`config.mk`:
```
export PLATFORM = sky130hd
export DESIGN_NAME = mia_queue
export DESIGN_NICKNAME = d
export VERILOG_FILES = /design/src/hw/rtl/mia_pkg.sv /design/src/hw/rtl/mia_queue.sv
export SDC_FILE = /design/constraint.sdc
export NUM_CORES = 1
export LEC_CHECK = 0
export ABC_AREA = 1
export BUFFER_PORTS_ARGS = -buffer_cell sky130_fd_sc_hd__buf_2
export CAP_MARGIN = 10
export CORE_MARGIN = 2
export CORE_UTILIZATION = 30
export DETAILED_ROUTE_END_ITERATION = 16
export HOLD_SLACK_MARGIN = 0.12
export PLACE_DENSITY_LB_ADDON = 0.05
export SLEW_MARGIN = 15
export SYNTH_ARGS = -nofsm -noshare
export SYNTH_HDL_FRONTEND = slang
export SYNTH_SLANG_ARGS = --single-unit
```
`constraint.sdc`:
```
create_clock -name clock -period 13.3 [get_ports clock]
set_input_delay 1.33 -clock clock [delete_from_list [all_inputs] [get_ports clock]]
set_output_delay 1.33 -clock clock [all_outputs]
set_load 0.01 [all_outputs]
```
`src/hw/rtl/mia_pkg.sv`:
```
`timescale 1ns / 1ps
// ----------------------------------------------------------------------------
// mia_pkg
// Types, operation codes and helpers shared by the multiwidth integer ALU.
// ----------------------------------------------------------------------------
package mia_pkg;

   localparam int DATA_W        = 64;
   localparam int MAX_WIDTH_DEF = 64;
   localparam int QUEUE_DEPTH   = 4;

   localparam logic [4:0] FN_ADD  = 5'd0;
   localparam logic [4:0] FN_SUB  = 5'd1;
   localparam logic [4:0] FN_MUL  = 5'd2;
   localparam logic [4:0] FN_UDIV = 5'd3;
   localparam logic [4:0] FN_SDIV = 5'd4;
   localparam logic [4:0] FN_AND  = 5'd5;
   localparam logic [4:0] FN_OR   = 5'd6;
   localparam logic [4:0] FN_XOR  = 5'd7;
   localparam logic [4:0] FN_SHL  = 5'd8;
   localparam logic [4:0] FN_SHR  = 5'd9;
   localparam logic [4:0] FN_SAR  = 5'd10;
   localparam logic [4:0] FN_SEXT = 5'd11;
   localparam logic [4:0] FN_EQ   = 5'd12;
   localparam logic [4:0] FN_NE   = 5'd13;
   localparam logic [4:0] FN_UGT  = 5'd14;
   localparam logic [4:0] FN_UGE  = 5'd15;
   localparam logic [4:0] FN_ULT  = 5'd16;
   localparam logic [4:0] FN_ULE  = 5'd17;
   localparam logic [4:0] FN_SGT  = 5'd18;
   localparam logic [4:0] FN_SGE  = 5'd19;
   localparam logic [4:0] FN_SLT  = 5'd20;
   localparam logic [4:0] FN_SLE  = 5'd21;

   localparam logic [1:0] ST_OK    = 2'd0;
   localparam logic [1:0] ST_DIV0  = 2'd1;
   localparam logic [1:0] ST_UNSUP = 2'd2;

   typedef struct packed {
      logic [4:0]        func;
      logic [1:0]        width_code;
      logic [DATA_W-1:0] left_operand;
      logic [DATA_W-1:0] right_operand;
   } req_type;

   typedef struct packed {
      logic [DATA_W-1:0] result_value;
      logic [1:0]        status;
   } rsp_type;

   typedef enum logic [1:0] {
      KIND_SIMPLE,
      KIND_SEXT,
      KIND_MUL,
      KIND_DIV
   } kind_type;

   // acc: result, dividend/quotient or multiplicand; dvs: divisor or multiplier
   typedef struct packed {
      kind_type          kind;
      logic              neg;
      logic [1:0]        wcode;
      logic [1:0]        status;
      logic [DATA_W-1:0] acc;
      logic [DATA_W-1:0] rem;
      logic [DATA_W-1:0] dvs;
   } entry_type;

   function automatic logic [DATA_W-1:0] width_mask(input logic [1:0] wc);
      logic [DATA_W-1:0] m;
      begin
         case (wc)
            2'd0:    m = DATA_W'(64'h0000_0000_0000_00ff);
            2'd1:    m = DATA_W'(64'h0000_0000_0000_ffff);
            2'd2:    m = DATA_W'(64'h0000_0000_ffff_ffff);
            default: m = '1;
         endcase
         return m;
      end
   endfunction

endpackage

```
`src/hw/rtl/mia_queue.sv`:
```
`timescale 1ns / 1ps
// ----------------------------------------------------------------------------
// mia_queue
// Short queue of decoded beats between front and back end.
// ----------------------------------------------------------------------------
module mia_queue (
   input  logic               clock,
   input  logic               reset,
   input  logic               push,
   input  mia_pkg::entry_type push_entry,
   input  logic               pop,
   output logic               full,
   output logic               not_empty,
   output mia_pkg::entry_type head
);
   import mia_pkg::*;

   localparam int PW = $clog2(QUEUE_DEPTH);

   entry_type       mem_ff [QUEUE_DEPTH];
   logic [PW-1:0]   wr_ff, wr_in, rd_ff, rd_in;
   logic [PW:0]     cnt_ff, cnt_in;
   logic            do_pop;

   always_comb begin
      full      = (cnt_ff == (PW+1)'(QUEUE_DEPTH));
      not_empty = (cnt_ff != '0);
      head      = mem_ff[rd_ff];
      do_pop    = pop && not_empty;
      wr_in     = push ? wr_ff + 1'b1 : wr_ff;
      rd_in     = do_pop ? rd_ff + 1'b1 : rd_ff;
      cnt_in    = cnt_ff + (PW+1)'(push) - (PW+1)'(do_pop);
   end

   always_ff @(posedge clock) begin
      if (reset) begin
         wr_ff  <= '0;
         rd_ff  <= '0;
         cnt_ff <= '0;
      end else begin
         wr_ff  <= wr_in;
         rd_ff  <= rd_in;
         cnt_ff <= cnt_in;
      end
   end

   always_ff @(posedge clock) begin
      if (push) begin
         mem_ff[wr_ff] <= push_entry;
      end
   end

endmodule

```
Word-level counts from Yosys, hierarchy flattened
Memories as Yosys holds them, arrays and structs flattened. A register that Yosys moved wholly into a read port is not among the register bits.
Cells that the tools add are included.
{ "classes": {"reduce_logical": 2, "n_addsub": 4, "mux": 4, "n_eq_ne": 1} }
{ "op_table": {"columns": ["op", "count"], "rows": [
  ["2-bit by 1-bit adder with 2-bit output, second input constant", 2],
  ["2-bit two-way mux", 2],
  ["3-bit by 1-bit adder with 3-bit output", 1],
  ["3-bit == test, second input constant", 1],
  ["3-bit nonzero test", 1],
  ["3-bit by 1-bit subtractor with 3-bit output", 1],
  ["1-bit two-way mux", 2],
  ["1-bit logical AND", 1]
]} }
{ "totals": {"elab_cells": 15, "output_inout_bits": 201, "inputBits": 203, "register_bits": 7, "mem_count": 1, "ram_bits": 796} }
{ "mem_list": {"columns": ["memory", "words", "width", "rd", "rd_ports_with_merged_regs", "wr", "line", "text"], "rows": [
  ["mem_ff", 4, 199, 1, 1, 1, "mia_queue.sv:20", "entry_type mem_ff [QUEUE_DEPTH];"]
]} }

Longest topological paths before layout
{ "depth": {"ltp_word": 4, "mapped_depth": 9, "depth_no_buf": 9} }

Least setup slack after synthesis
No wires, ideal clock.
{ "synth_path": {"path_type": "input port to flip-flop", "startpoint": "in push", "endpoint": "mem mem_ff[0][0] (netlist name) (enable)", "cell_stages": 2, "path_buffers": 0, "setup_slack_ps": 7565, "arrival_ps": 5184, "path_cell_list": "nand2_1 > inv_1"} }
{ "synth_via": {"elab_chain_cells": 2} }
{ "synth_lines": {"columns": ["element", "line", "text"], "rows": [
  ["from (decl)", "mia_queue.sv:9", "input logic push,"],
  ["1-bit two-way mux", "mia_queue.sv:48", "if (push) begin"],
  ["1-bit two-way mux (implied by the code)", "mia_queue.sv:49", "mem_ff[wr_ff] <= push_entry;"],
  ["to (decl)", "mia_queue.sv:20", null]
]} }
No other way between the ends.

==> flow_summary.ini <==
[worst_hold_path]
hold_class = reg -> reg
worstHoldStart = rd_ff[0]$_SDFFE_PP0P_
whs_path_depth = 2

[timing]
fmax_ghz = 0.179
max_slew_margin_pct = 15.8
setup_viol = 0
worstMarginPinSlew_ps = 1260
period_needed_ps = 5580
finalClockSkew_ps = 14.2
hold_viol_final = 0
timing.setup.tns_ps = 0
min_period_over_period_pct = 42.0
fin_ws_ps = 7720
rsz0062_at_grt = false
final-max-slew-violation-count = 0

[power]
leakage_uw = 0.0122
cellPowerDensity_nw_per_um2 = 185
vdd_drop_max_mv = 0.0974

[worst_setup_path]
max_stage_delay_ps = 930
cpMaxStageDelayCell = buf_4
crit_path_start_kind = register
worstPathArrival_ps = 4250
cp_max_fo = 161
path_class = reg -> out
endpoint_kind = output port
path_cells = inv_8 -> buf_4 -> buf_4 -> o21ai_0 -> o22ai_1 -> buf_2
cpMostUsedCell = buf_4
worstRegToRegCells = 6
crit_required_ps = 11970
rr_startpoint = wr_ff[0]$_SDFFE_PP0P_

[cts]
clk_pin_slew_ps = 50
clock-root-buffer = clkbuf_16
h-tree-depth = 3
clock_latency_ps = 640
cts_resized = 0
cts_buffers = 93
ctsHoldBuffers = 0
cts_setup_buffers = 0
cts_tree = built
clock_sinks = 805
ctsLongestPathBuffers = 3

[detailed_routing]
wl_microns = 81400
ant_nets = 0
vias_per_cell = 4.78
drtPass1Iterations = 5
wire_per_inst_microns = 21.8
drtIter0Drc = 1206
via_count = 17900
drcViolationCount = 0

[synthesis]
syn_avg_cell_area_sq_um = 15.0
seq_area_frac_synth_pct = 80.8
yosysUniqueCellTypes = 18
syn_nets = 2196
netlist_instances = 1986
synth_top_area_share_pct = 80.2
synth_top_cell_by_area = edfxtp_1
synth-seq-cells = 805
synth_top_cells_by_area = edfxtp_1 (80%), o21ai_0 (6.3%), nor2_1 (5.1%)
yosys_warnings = 0
netlist_area_sq_um = 29800

[die]
die_h_microns = 319
rows = 115
die-width_microns = 319
start_util_pct = 30.3
die_area_sq_um = 102000
boundaryPins = 404
core_sq_um = 98400

[place]
detailed_place_hpwl_microns = 44200
port_buffers = 403
pre_cts_ws_ps = 8400
gp_congestion = 0.707

[global_route]
antenna_found_initial = 36
grt_max_degree = 193
grt-ovfl-total = 0
grt_pass1_wl_microns = 118000
track_usage_pct = 15.6
first_global_vias = 17600

[finish]
ff_latch_area_sq_um = 24100
multi_input_area_sq_um = 4950
final_layout_size_suffix_gt1_share_pct = 22.5
fin_nets = 2581
area_delta_synth_final_pct = 20.0
n_fill_cell = 9487

[run_status]
run_status = finished clean

[run]
drv_cap = 0
## cells in the mapped netlist
cell,n
nor2_1,406
clkbuf_1,81
o21ai_1,22
buf_2,16
edfxtp_1,796
a21boi_0,1
nand2_1,12
dfxtp_1,9
ha_1,6
nand3_1,2
a21oi_1,5
inv_1,16
inv_2,2
buf_4,18
o22ai_1,199
o21ai_0,378
buf_6,16
fa_1,1
## critical path: cells and delay by family, from the launching register on
kind / cells / cell delay, ps
AOI/OAI and AO/OA: 2 / 370
DFF: 1 / 480
buffers and inverters: 4 / 2500
## final timing paths
path / slack, ps / to
min reg2reg: 490 / register
max reg2reg: 9830 / mem_ff[0][168]$_DFFE_PP_
min: 490 / register
max: 7720 / head[162]
## registers in the layout (all words and copies together), names as in the netlist, named ones only
| signal | flops |
|---|---|
| rd_ff | 2 |
| wr_ff | 2 |
| cnt_ff | 3 |
| mem_ff | 796 |
## stage by stage
| stage | cell area (sq um) | hold WS (ps) | utilization, % | cells | total power (uW) |
|---|---|---|---|---|---|
| floorplan | 29800 | 448 | - | 1986 | 3770 |
| global placement | 32900 | 465 | 33.5 | 3563 | 4340 |
| detailed placement | 32900 | 477 | 33.5 | 3563 | 4350 |
| CTS | 35800 | 492 | 36.3 | 3727 | 6750 |
| global route | 35800 | 530 | 36.3 | 3731 | 6950 |
| finish | 35800 | 488 | 36.3 | 3735 | 6630 |
## placed cells by master (no fill, tap or decap), types with 5 or more instances in the layout
master,n
a21oi_1,5
buf_2,403
buf_4,16
clkbuf_1,24
clkbuf_16,97
clkinv_1,20
clkinv_2,18
dfxtp_1,7
diode_2,8
edfxtp_1,796
ha_1,6
inv_1,12
inv_8,5
nand2_1,12
nor2_1,406
o21ai_0,378
o21ai_1,22
o22ai_1,199
## cell type report
class | count | share of cell area, %
diodes | 8 | 0.0560
multi-input cells | 1032 | 13.8
clock buffers | 121 | 7.04
flip-flops and latches | 805 | 67.3
clock inverters | 43 | 0.818
well taps | 1287 | 4.50
inverters | 18 | 0.308
repair buffers | 421 | 6.09
## power by group
| group | switching, uW | internal, uW | total (uW) |
|---|---|---|---|
| Sequential | 41.8 | 2910 | 2950 |
| Combinational | 914 | 393 | 1310 |
| Clock | 970 | 1400 | 2370 |
| Total | 1920 | 4700 | 6630 |
## cells by family after synthesis
family | Yosys count | synth area share (%)
buffers and inverters | 149 | 2.57
flip-flops | 805 | 80.8
AO/OA/AOI/OAI | 605 | 11.0
adder cells (fa/ha/maj) | 7 | 0.319
AND/OR/NAND/NOR | 420 | 5.30
## per-layer routing
metal | part of all wire [%] | vias to the layer above | global-route usage [%]
met4 | 2.1 | 40 | 4.92
met1 | 43 | 8894 | 19.5
met3 | 6.7 | 155 | 4.68
met2 | 48 | 449 | 25.7
li1 | - | 8326 | -
met5 | 0.31 | - | 0
Power figures use the tool's default switching activity.
